[config.mk]
export PLATFORM = sky130hd
export DESIGN_NAME = http_message_header_parser
export DESIGN_NICKNAME = d
export VERILOG_FILES = /design/src/rtl/hmhp_pkg.sv /design/src/rtl/http_message_header_parser.sv
export SDC_FILE = /design/constraint.sdc
export NUM_CORES = 1
export LEC_CHECK = 0
export ABC_AREA = 1
export BUFFER_PORTS_ARGS = -buffer_cell sky130_fd_sc_hd__buf_2
export CAP_MARGIN = 10
export CORE_ASPECT_RATIO = 1.25
export CORE_MARGIN = 2
export CORE_UTILIZATION = 62
export CTS_CLUSTER_SIZE = 28
export DETAILED_ROUTE_END_ITERATION = 7
export PLACE_DENSITY = 0.84
export SLEW_MARGIN = 10
export SYNTH_ARGS = -nofsm -noshare
export SYNTH_HDL_FRONTEND = slang
export SYNTH_SLANG_ARGS = --single-unit
[constraint.sdc]
create_clock -name clk -period 9.19 [get_ports clk]
set_input_delay 0.919 -clock clk [delete_from_list [all_inputs] [get_ports clk]]
set_output_delay 0.919 -clock clk [all_outputs]
set_load 0.005 [all_outputs]
[src/rtl/hmhp_pkg.sv]
// ----------------------------------------------------------------------------
// HTTP message header parser package
// Beat types, part and status codes, parser phases and byte class helpers.
// ----------------------------------------------------------------------------
package hmhp_pkg;

  localparam int MAX_HEADERS = 64;
  localparam int HDR_W       = $clog2(MAX_HEADERS + 1);
  localparam int KEY_LEN     = 14;
  localparam int POS_W       = $clog2(KEY_LEN + 1);

  localparam logic [7:0] CH_CR    = 8'h0d;
  localparam logic [7:0] CH_LF    = 8'h0a;
  localparam logic [7:0] CH_COLON = 8'h3a;
  localparam logic [7:0] CH_SPACE = 8'h20;
  localparam logic [7:0] CH_QUERY = 8'h3f;
  localparam logic [7:0] CH_DEL   = 8'h7f;
  localparam logic [7:0] CH_CTL   = 8'h1f;
  localparam logic [7:0] CH_ZERO  = 8'h30;
  localparam logic [7:0] CH_NINE  = 8'h39;

  localparam logic [3:0] PART_DELIM   = 4'd0;
  localparam logic [3:0] PART_METHOD  = 4'd1;
  localparam logic [3:0] PART_PATH    = 4'd2;
  localparam logic [3:0] PART_QUERY   = 4'd3;
  localparam logic [3:0] PART_VERSION = 4'd4;
  localparam logic [3:0] PART_CODE    = 4'd5;
  localparam logic [3:0] PART_REASON  = 4'd6;
  localparam logic [3:0] PART_NAME    = 4'd7;
  localparam logic [3:0] PART_VALUE   = 4'd8;
  localparam logic [3:0] PART_CONTENT = 4'd9;

  localparam logic [1:0] STAT_PENDING  = 2'd0;
  localparam logic [1:0] STAT_COMPLETE = 2'd1;
  localparam logic [1:0] STAT_FAILED   = 2'd2;

  localparam logic MODE_REQUEST = 1'b0;

  typedef enum logic [10:0] {
    PH_START       = 11'b000_0000_0001,
    PH_PATH        = 11'b000_0000_0010,
    PH_VERSION     = 11'b000_0000_0100,
    PH_CODE        = 11'b000_0000_1000,
    PH_REASON      = 11'b000_0001_0000,
    PH_NAME        = 11'b000_0010_0000,
    PH_COLON_SPACE = 11'b000_0100_0000,
    PH_VALUE       = 11'b000_1000_0000,
    PH_CONTENT     = 11'b001_0000_0000,
    PH_DONE        = 11'b010_0000_0000,
    PH_FAIL        = 11'b100_0000_0000
  } phase_t;

  typedef struct packed {
    logic [7:0] in_byte;
    logic       message_start;
  } in_beat_t;

  typedef struct packed {
    logic [7:0]  out_byte;
    logic [3:0]  part;
    logic [5:0]  header_index;
    logic [1:0]  parse_status;
    logic [31:0] content_length;
  } out_beat_t;

  function automatic logic is_ctl(input logic [7:0] b);
    return (b <= CH_CTL) || (b == CH_DEL);
  endfunction

  function automatic logic is_sep(input logic [7:0] b);
    case (b) inside
      8'h28, 8'h29, 8'h3c, 8'h3e, 8'h40, 8'h2c, 8'h3b, 8'h3a, 8'h5c, 8'h22,
      8'h2f, 8'h5b, 8'h5d, 8'h3f, 8'h3d, 8'h7b, 8'h7d, 8'h20, 8'h09:
        return 1'b1;
      default:
        return 1'b0;
    endcase
  endfunction

  function automatic logic is_token(input logic [7:0] b);
    return !b[7] && !is_ctl(b) && !is_sep(b);
  endfunction

  function automatic logic [7:0] key_char(input logic [POS_W-1:0] pos);
    case (pos)
      POS_W'(0):  return "C";
      POS_W'(1):  return "o";
      POS_W'(2):  return "n";
      POS_W'(3):  return "t";
      POS_W'(4):  return "e";
      POS_W'(5):  return "n";
      POS_W'(6):  return "t";
      POS_W'(7):  return "-";
      POS_W'(8):  return "L";
      POS_W'(9):  return "e";
      POS_W'(10): return "n";
      POS_W'(11): return "g";
      POS_W'(12): return "t";
      POS_W'(13): return "h";
      default:    return 8'h00;
    endcase
  endfunction

endpackage

[src/rtl/http_message_header_parser.sv]
// ----------------------------------------------------------------------------
// HTTP message header parser
// Tags each byte of an HTTP/1.x request or response with its message part,
// checks its syntax, takes the Content-Length value and counts content.
// ----------------------------------------------------------------------------
//  channel  signals                     direction  beat
//  in       in_valid in_stall in_data   in         one byte and start flag
//  out      out_valid out_stall out_data out       tagged byte and status
//  cfg      cfg_valid cfg_ready cfg_data in        parse mode bit
//
//  One byte per cycle when not stalled; input register, then result register.
//  The parser state sits between the input register and the result register,
//  so the combinational next-phase logic sets the rate.
//  Reset clears the parser state and selects request parsing.
//  A stalled result holds; the input register still takes one more beat.
// ----------------------------------------------------------------------------
module http_message_header_parser (
  input  logic              clk,
  input  logic              rst,
  input  logic              in_valid,
  output logic              in_stall,
  input  hmhp_pkg::in_beat_t in_data,
  output logic              out_valid,
  input  logic              out_stall,
  output hmhp_pkg::out_beat_t out_data,
  input  logic              cfg_valid,
  output logic              cfg_ready,
  input  logic              cfg_data
);
  import hmhp_pkg::*;

  logic             parse_mode;
  logic             hold_valid;
  in_beat_t         hold;
  logic             advance;

  phase_t           phase, phase_next;
  logic             awaiting_lf, awaiting_lf_next;
  logic             in_query, in_query_next;
  logic [POS_W-1:0] match_pos, match_pos_next;
  logic             mismatch, mismatch_next;
  logic [31:0]      accum, accum_next;
  logic             digits_ended, digits_ended_next;
  logic [31:0]      length, length_next;
  logic [31:0]      count, count_next;
  logic [HDR_W-1:0] headers, headers_next;
  logic [3:0]       part_next;

  phase_t           cur_phase;
  logic             cur_lf, cur_query, cur_mis, cur_ended;
  logic [POS_W-1:0] cur_pos;
  logic [31:0]      cur_accum, cur_length, cur_count;
  logic [HDR_W-1:0] cur_headers;
  logic [35:0]      accum_ext, accum_sum;
  logic [7:0]       b;

  assign cfg_ready = 1'b1;
  assign advance   = hold_valid && (!out_valid || !out_stall);
  assign in_stall  = hold_valid && !advance;

  always_ff @(posedge clk) begin
    if (rst) begin
      parse_mode <= MODE_REQUEST;
    end else if (cfg_valid) begin
      parse_mode <= cfg_data;
    end
  end

  always_ff @(posedge clk) begin
    if (rst) begin
      hold_valid <= 1'b0;
    end else if (in_valid && !in_stall) begin
      hold_valid <= 1'b1;
    end else if (advance) begin
      hold_valid <= 1'b0;
    end
  end

  always_ff @(posedge clk) begin
    if (in_valid && !in_stall) begin
      hold <= in_data;
    end
  end

  always_comb begin
    b           = hold.in_byte;
    cur_phase   = hold.message_start ? PH_START : phase;
    cur_lf      = hold.message_start ? 1'b0 : awaiting_lf;
    cur_query   = hold.message_start ? 1'b0 : in_query;
    cur_pos     = hold.message_start ? '0 : match_pos;
    cur_mis     = hold.message_start ? 1'b0 : mismatch;
    cur_accum   = hold.message_start ? '0 : accum;
    cur_ended   = hold.message_start ? 1'b0 : digits_ended;
    cur_length  = hold.message_start ? '0 : length;
    cur_count   = hold.message_start ? '0 : count;
    cur_headers = hold.message_start ? '0 : headers;

    accum_ext = {4'd0, cur_accum};
    accum_sum = (accum_ext << 3) + (accum_ext << 1) + 36'(b[3:0]);

    phase_next        = cur_phase;
    awaiting_lf_next  = cur_lf;
    in_query_next     = cur_query;
    match_pos_next    = cur_pos;
    mismatch_next     = cur_mis;
    accum_next        = cur_accum;
    digits_ended_next = cur_ended;
    length_next       = cur_length;
    count_next        = cur_count;
    headers_next      = cur_headers;
    part_next         = PART_DELIM;

    if (cur_phase == PH_DONE || cur_phase == PH_FAIL) begin
      phase_next = cur_phase;
    end else if (cur_lf) begin
      awaiting_lf_next = 1'b0;
      if (b != CH_LF) begin
        phase_next = PH_FAIL;
      end else if (cur_phase == PH_VERSION || cur_phase == PH_REASON) begin
        match_pos_next = '0;
        mismatch_next  = 1'b0;
        phase_next     = PH_NAME;
      end else if (cur_phase == PH_VALUE) begin
        if (!cur_mis && cur_pos == POS_W'(KEY_LEN)) begin
          length_next = cur_accum;
        end
        if (cur_headers < HDR_W'(MAX_HEADERS)) begin
          headers_next = cur_headers + HDR_W'(1);
        end
        match_pos_next = '0;
        mismatch_next  = 1'b0;
        phase_next     = PH_NAME;
      end else if (cur_phase == PH_NAME) begin
        phase_next = (cur_length != '0) ? PH_CONTENT : PH_DONE;
      end else begin
        phase_next = PH_FAIL;
      end
    end else begin
      case (cur_phase)
        PH_START: begin
          if (parse_mode == MODE_REQUEST) begin
            if (b == CH_SPACE) phase_next = PH_PATH;
            else if (is_token(b)) part_next = PART_METHOD;
            else phase_next = PH_FAIL;
          end else begin
            if (b == CH_SPACE) phase_next = PH_CODE;
            else if (is_ctl(b)) phase_next = PH_FAIL;
            else part_next = PART_VERSION;
          end
        end
        PH_PATH: begin
          if (b == CH_SPACE) phase_next = PH_VERSION;
          else if (is_ctl(b)) phase_next = PH_FAIL;
          else if (b == CH_QUERY && !cur_query) in_query_next = 1'b1;
          else part_next = cur_query ? PART_QUERY : PART_PATH;
        end
        PH_VERSION: begin
          if (b == CH_CR) awaiting_lf_next = 1'b1;
          else if (is_ctl(b)) phase_next = PH_FAIL;
          else part_next = PART_VERSION;
        end
        PH_CODE: begin
          if (b == CH_SPACE) phase_next = PH_REASON;
          else if (is_token(b)) part_next = PART_CODE;
          else phase_next = PH_FAIL;
        end
        PH_REASON: begin
          if (b == CH_CR) awaiting_lf_next = 1'b1;
          else if (is_ctl(b)) phase_next = PH_FAIL;
          else part_next = PART_REASON;
        end
        PH_NAME: begin
          if (b == CH_CR) begin
            if (cur_pos != '0 || cur_mis) phase_next = PH_FAIL;
            else awaiting_lf_next = 1'b1;
          end else if (cur_headers >= HDR_W'(MAX_HEADERS)) begin
            phase_next = PH_FAIL;
          end else if (b == CH_COLON) begin
            phase_next = PH_COLON_SPACE;
          end else if (is_token(b)) begin
            part_next = PART_NAME;
            if (!cur_mis && cur_pos < POS_W'(KEY_LEN) && b == key_char(cur_pos)) begin
              match_pos_next = cur_pos + POS_W'(1);
            end else begin
              mismatch_next = 1'b1;
            end
          end else begin
            phase_next = PH_FAIL;
          end
        end
        PH_COLON_SPACE: begin
          if (b == CH_SPACE) begin
            phase_next        = PH_VALUE;
            accum_next        = '0;
            digits_ended_next = 1'b0;
          end else begin
            phase_next = PH_FAIL;
          end
        end
        PH_VALUE: begin
          if (b == CH_CR) begin
            awaiting_lf_next = 1'b1;
          end else if (is_ctl(b)) begin
            phase_next = PH_FAIL;
          end else begin
            part_next = PART_VALUE;
            if (!cur_ended && b >= CH_ZERO && b <= CH_NINE) begin
              accum_next = (accum_sum[35:32] != 4'd0) ? '1 : accum_sum[31:0];
            end else begin
              digits_ended_next = 1'b1;
            end
          end
        end
        PH_CONTENT: begin
          part_next  = PART_CONTENT;
          count_next = cur_count + 32'd1;
          if (count_next >= cur_length) phase_next = PH_DONE;
        end
        default: begin
          phase_next = PH_FAIL;
        end
      endcase
    end
  end

  // advance parser state as each beat moves into the result register
  always_ff @(posedge clk) begin
    if (rst) begin
      phase        <= PH_START;
      awaiting_lf  <= 1'b0;
      in_query     <= 1'b0;
      match_pos    <= '0;
      mismatch     <= 1'b0;
      accum        <= '0;
      digits_ended <= 1'b0;
      length       <= '0;
      count        <= '0;
      headers      <= '0;
    end else if (advance) begin
      phase        <= phase_next;
      awaiting_lf  <= awaiting_lf_next;
      in_query     <= in_query_next;
      match_pos    <= match_pos_next;
      mismatch     <= mismatch_next;
      accum        <= accum_next;
      digits_ended <= digits_ended_next;
      length       <= length_next;
      count        <= count_next;
      headers      <= headers_next;
    end
  end

  always_ff @(posedge clk) begin
    if (rst) begin
      out_valid <= 1'b0;
    end else if (advance) begin
      out_valid <= 1'b1;
    end else if (!out_stall) begin
      out_valid <= 1'b0;
    end
  end

  always_ff @(posedge clk) begin
    if (advance) begin
      out_data.out_byte       <= b;
      out_data.part           <= part_next;
      out_data.header_index   <= headers_next[5:0];
      out_data.parse_status   <= (phase_next == PH_DONE) ? STAT_COMPLETE :
                                 (phase_next == PH_FAIL) ? STAT_FAILED : STAT_PENDING;
      out_data.content_length <= length_next;
    end
  end

endmodule

==> impl_metrics.json <==
{
  "outcome": "completed",
  "r2r-start": "hold[0]",
  "endpoint": "accum[5]",
  "antenna_found_initial": 0,
  "rrSetupSlack_ps": 4100,
  "seq_area_frac_synth_pct": 29.5,
  "vias_per_cell": 5.87,
  "cts_resized": 0,
  "drtIter0Drc": 1657,
  "cts_made_buffers": 17,
  "layout.nets": 2354,
  "synth_common_cells": "466 x nand2_1, 352 x inv_1, 275 x a21oi_1",
  "arrival_ps": 5430,
  "r2r-end": "accum[5]",
  "hold_start": "accum[26]",
  "final.period_utilization_pct": 55.4,
  "die_x_um": 142,
  "critPathSlowestCell": "inv_4",
  "cp-start-kind": "flip-flop",
  "synth_top_area_share_pct": 17.0,
  "setup_viol": 0,
  "path_class": "reg -> reg",
  "regArea_um2": 4330,
  "grt_max_degree": 84,
  "syn_avg_cell_area_um2": 6.62,
  "drt-total-wl_mm": 41.4,
  "fin_crit_ps": 5090,
  "worst_path_largest_cell_delay_ps": 630,
  "num_vias": 14900,
  "die-area_um2": 24900,
  "first_pass_iters": 6,
  "drive_above_1_share_pct": 8.37,
  "ctsLongestPathBuffers": 2,
  "pwr-share-clk_pct": 39.0,
  "area_growth_pct": 6.78,
  "yosys.cell_count.top_type": "nand2_1",
  "power_frac_seq_pct": 46.6,
  "cp_data_required_time_ps": 9530,
  "diodes": 0,
  "grt_setup_unrepaired": "no",
  "dpl.hpwl_mm": 30.1,
  "clock_sinks": 186,
  "cellLeakagePower_nw": 7.69,
  "gp_congestion": 0.964,
  "power_frac_comb_pct": 14.4,
  "ant_nets": 0,
  "num-fill-cells": 2074,
  "async_flop_share_pct": 0,
  "relSlewSlack_pct": 37.1,
  "synth_area_leader_cell": "dfxtp_1",
  "syn-instance-count": 2219,
  "hold_viol_final": 0,
  "hold_buffers": 0,
  "drc": 0,
  "maxCapViolations": 0,
  "track_usage_pct": 33.1,
  "post_cts_buffers": 0,
  "swShare_pct": 29.1,
  "port_buffers": 68,
  "synth-edff-count": 61,
  "worstPathCellList": "buf_4 -> inv_4 -> nand2_1 -> fa_1 -> inv_1 -> fa_1 -> nand3_1 -> nand3_1 -> nand2_1 -> nand2_1 -> nand2_1 -> nand2_1 -> nand2_1 -> nand2_1 -> nand2_1 -> nand2_1 -> nor2_1 -> nand2_2 -> inv_1 -> nand2_1 -> o21ai_0 -> o21ai_0 -> nand2_1 -> a21oi_1",
  "synthFlopType": "dfxtp_1",
  "crit_fanout": 65,
  "clk_pin_slew_ps": 70,
  "yosysUniqueCellTypes": 59,
  "worstMarginPinSlew_ps": 943,
  "drv_slew": 0,
  "fmax_mhz": 197,
  "num_rows": 62,
  "netlist_area_um2": 14700,
  "power.density_nw_per_um2": 124,
  "multi_input_area_um2": 8610,
  "cts-root-buf": "clkbuf_16",
  "synth_area_leaders": "dfxtp_1 17%, edfxtp_1 12%, nand2_1 12%",
  "ir_drop_mv": 0.132,
  "worst-r2r-cell-count": 24,
  "finalClockSkew_ps": 11.5,
  "overflow": 0,
  "internal_power_mw": 1.38,
  "setup_slack_ps": 4100,
  "ys_ff_latch": 186,
  "wl_per_cell_um": 16.3,
  "crit_top_cell": "nand2_1",
  "grt_pass1_vias": 13500,
  "cts_tree": "built",
  "design.core.area_um2": 23100,
  "ioPinCount": 70,
  "insertion_delay_ps": 450,
  "syn-num-nets": 2339,
  "initial_core_util_pct": 63.5,
  "instances_no_fill": 2535,
  "crit_start": "hold[0]",
  "p_sw_mw": 0.567,
  "crit_path_end_kind": "flip-flop",
  "die_y_um": 176,
  "yosysWarnings": 0,
  "grt_pass1_wl_mm": 67.0,
  "hold_path.class": "reg -> reg",
  "pre_cts_slack_ps": 4180,
  "fin_setup_tns_ps": 0,
  "place_inst": 2503,
  "htreeDepth": 4
}
kinds of logic after synthesis:
family,share of synthesized area (%)
AO/OA/AOI/OAI,20.4
AND/OR/NAND/NOR,25.2
other,0.0255
adder cells (fa/ha/maj),9.05
buffers and inverters,12.0
multiplexers,0.0767
flip-flops,29.5
XOR/XNOR,3.76
routing by layer:
metal  track usage, %  vias to the layer above  share of wire [%]
met5                0                        -                  0
met4             11.2                        0                2.5
met3             3.88                       89                7.6
met2             53.9                      683                 47
met1             45.6                     6824                 43
li1                 -                     7273                  -
power by group through the flow:
| stage | Combinational, mW | Sequential, mW | Clock (mW) |
|---|---|---|---|
| CTS | 0.276 | 0.906 | 0.760 |
| detailed placement | 0.274 | 0.924 | 0 |
| floorplan | 0.200 | 0.922 | 0 |
| global placement | 0.268 | 0.923 | 0 |
| global route | 0.312 | 0.910 | 0.797 |
| finish | 0.281 | 0.907 | 0.760 |
stage by stage:
step | power, mW | utilization, % | cell area [um^2] | hold slack [ps]
3_3_place_gp | 1.19 | 65.3 | 15100 | 451
2_1_floorplan | 1.12 | - | 14700 | 421
4_1_cts | 1.94 | 67.8 | 15700 | 466
3_5_place_dp | 1.20 | 65.3 | 15100 | 456
5_1_grt | 2.02 | 67.8 | 15700 | 474
6_report | 1.95 | 67.8 | 15700 | 465
area by class of cell:
cell class                 instances  share of cell area (%)
multi-input combinational       1590                    54.9
sequential                       186                    27.7
inverter                         360                    8.69
clock buffer                      19                    2.76
timing repair buffer              79                    2.70
tap                              288                    2.30
clock inverter                    13                   0.998
worst max-delay path: cells and delay by family, from the launching register on:
| kind | cells | cell delay [ps] |
|---|---|---|
| flops | 1 | 360 |
| compound gates | 3 | 450 |
| fa+ha+maj | 2 | 1050 |
| simple gates | 15 | 1950 |
| buf+inv | 4 | 1150 |
cells in the final DEF (no fill, tap or decap), types with 3 or more instances in the layout:
| cell type | netlist | routed |
|---|---|---|
| inv_1 | 352 | 351 |
| nand4_1 | 22 | 22 |
| nand3_2 | 3 | 3 |
| inv_6 | 0 | 6 |
| nand3_1 | 71 | 71 |
| edfxtp_1 | 61 | 61 |
| inv_4 | 3 | 4 |
| nor2_4 | 6 | 8 |
| nor4_1 | 8 | 8 |
| nor3_1 | 30 | 30 |
| inv_2 | 5 | 5 |
| nand2_4 | 3 | 3 |
| dfxtp_1 | 125 | 125 |
| nor3b_1 | 3 | 3 |
| nor3_4 | 5 | 5 |
| ha_1 | 103 | 103 |
| nand2_2 | 10 | 10 |
| o21ai_1 | 20 | 20 |
| o22ai_1 | 4 | 4 |
| nand2_1 | 466 | 466 |
| nor2_2 | 14 | 14 |
| o21bai_1 | 8 | 8 |
| and3_1 | 3 | 3 |
| a21oi_2 | 19 | 19 |
| nor2_1 | 208 | 206 |
| buf_4 | 2 | 11 |
| o21ai_0 | 194 | 194 |
| clkbuf_16 | 0 | 17 |
| a211oi_1 | 5 | 5 |
| a31oi_1 | 13 | 13 |
| buf_2 | 11 | 68 |
| xnor2_1 | 22 | 22 |
| a21oi_1 | 275 | 275 |
| o211ai_1 | 7 | 7 |
| xor2_1 | 41 | 41 |
worst min-delay path by stage:
stage / end / slack, ps / cells past startpoint
2_1_floorplan: out_data[44] / 420 / 0
3_3_place_gp: accum[12] / 450 / 2
3_5_place_dp: accum[23] / 460 / 2
4_1_cts: accum[12] / 470 / 2
5_1_grt: count[10] / 470 / 2
6_report: accum[26] / 460 / 2
registers in the layout (all words and copies together) (netlist names):
signal        cells
out_data         52
count            32
b                 8
in_query          1
hold_valid        1
match_pos         4
accum            32
length           32
parse_mode        1
headers           7
hold              1
digits_ended      1
awaiting_lf       1
phase            11
mismatch          1
out_valid         1
(Power assumes the default switching activity.)
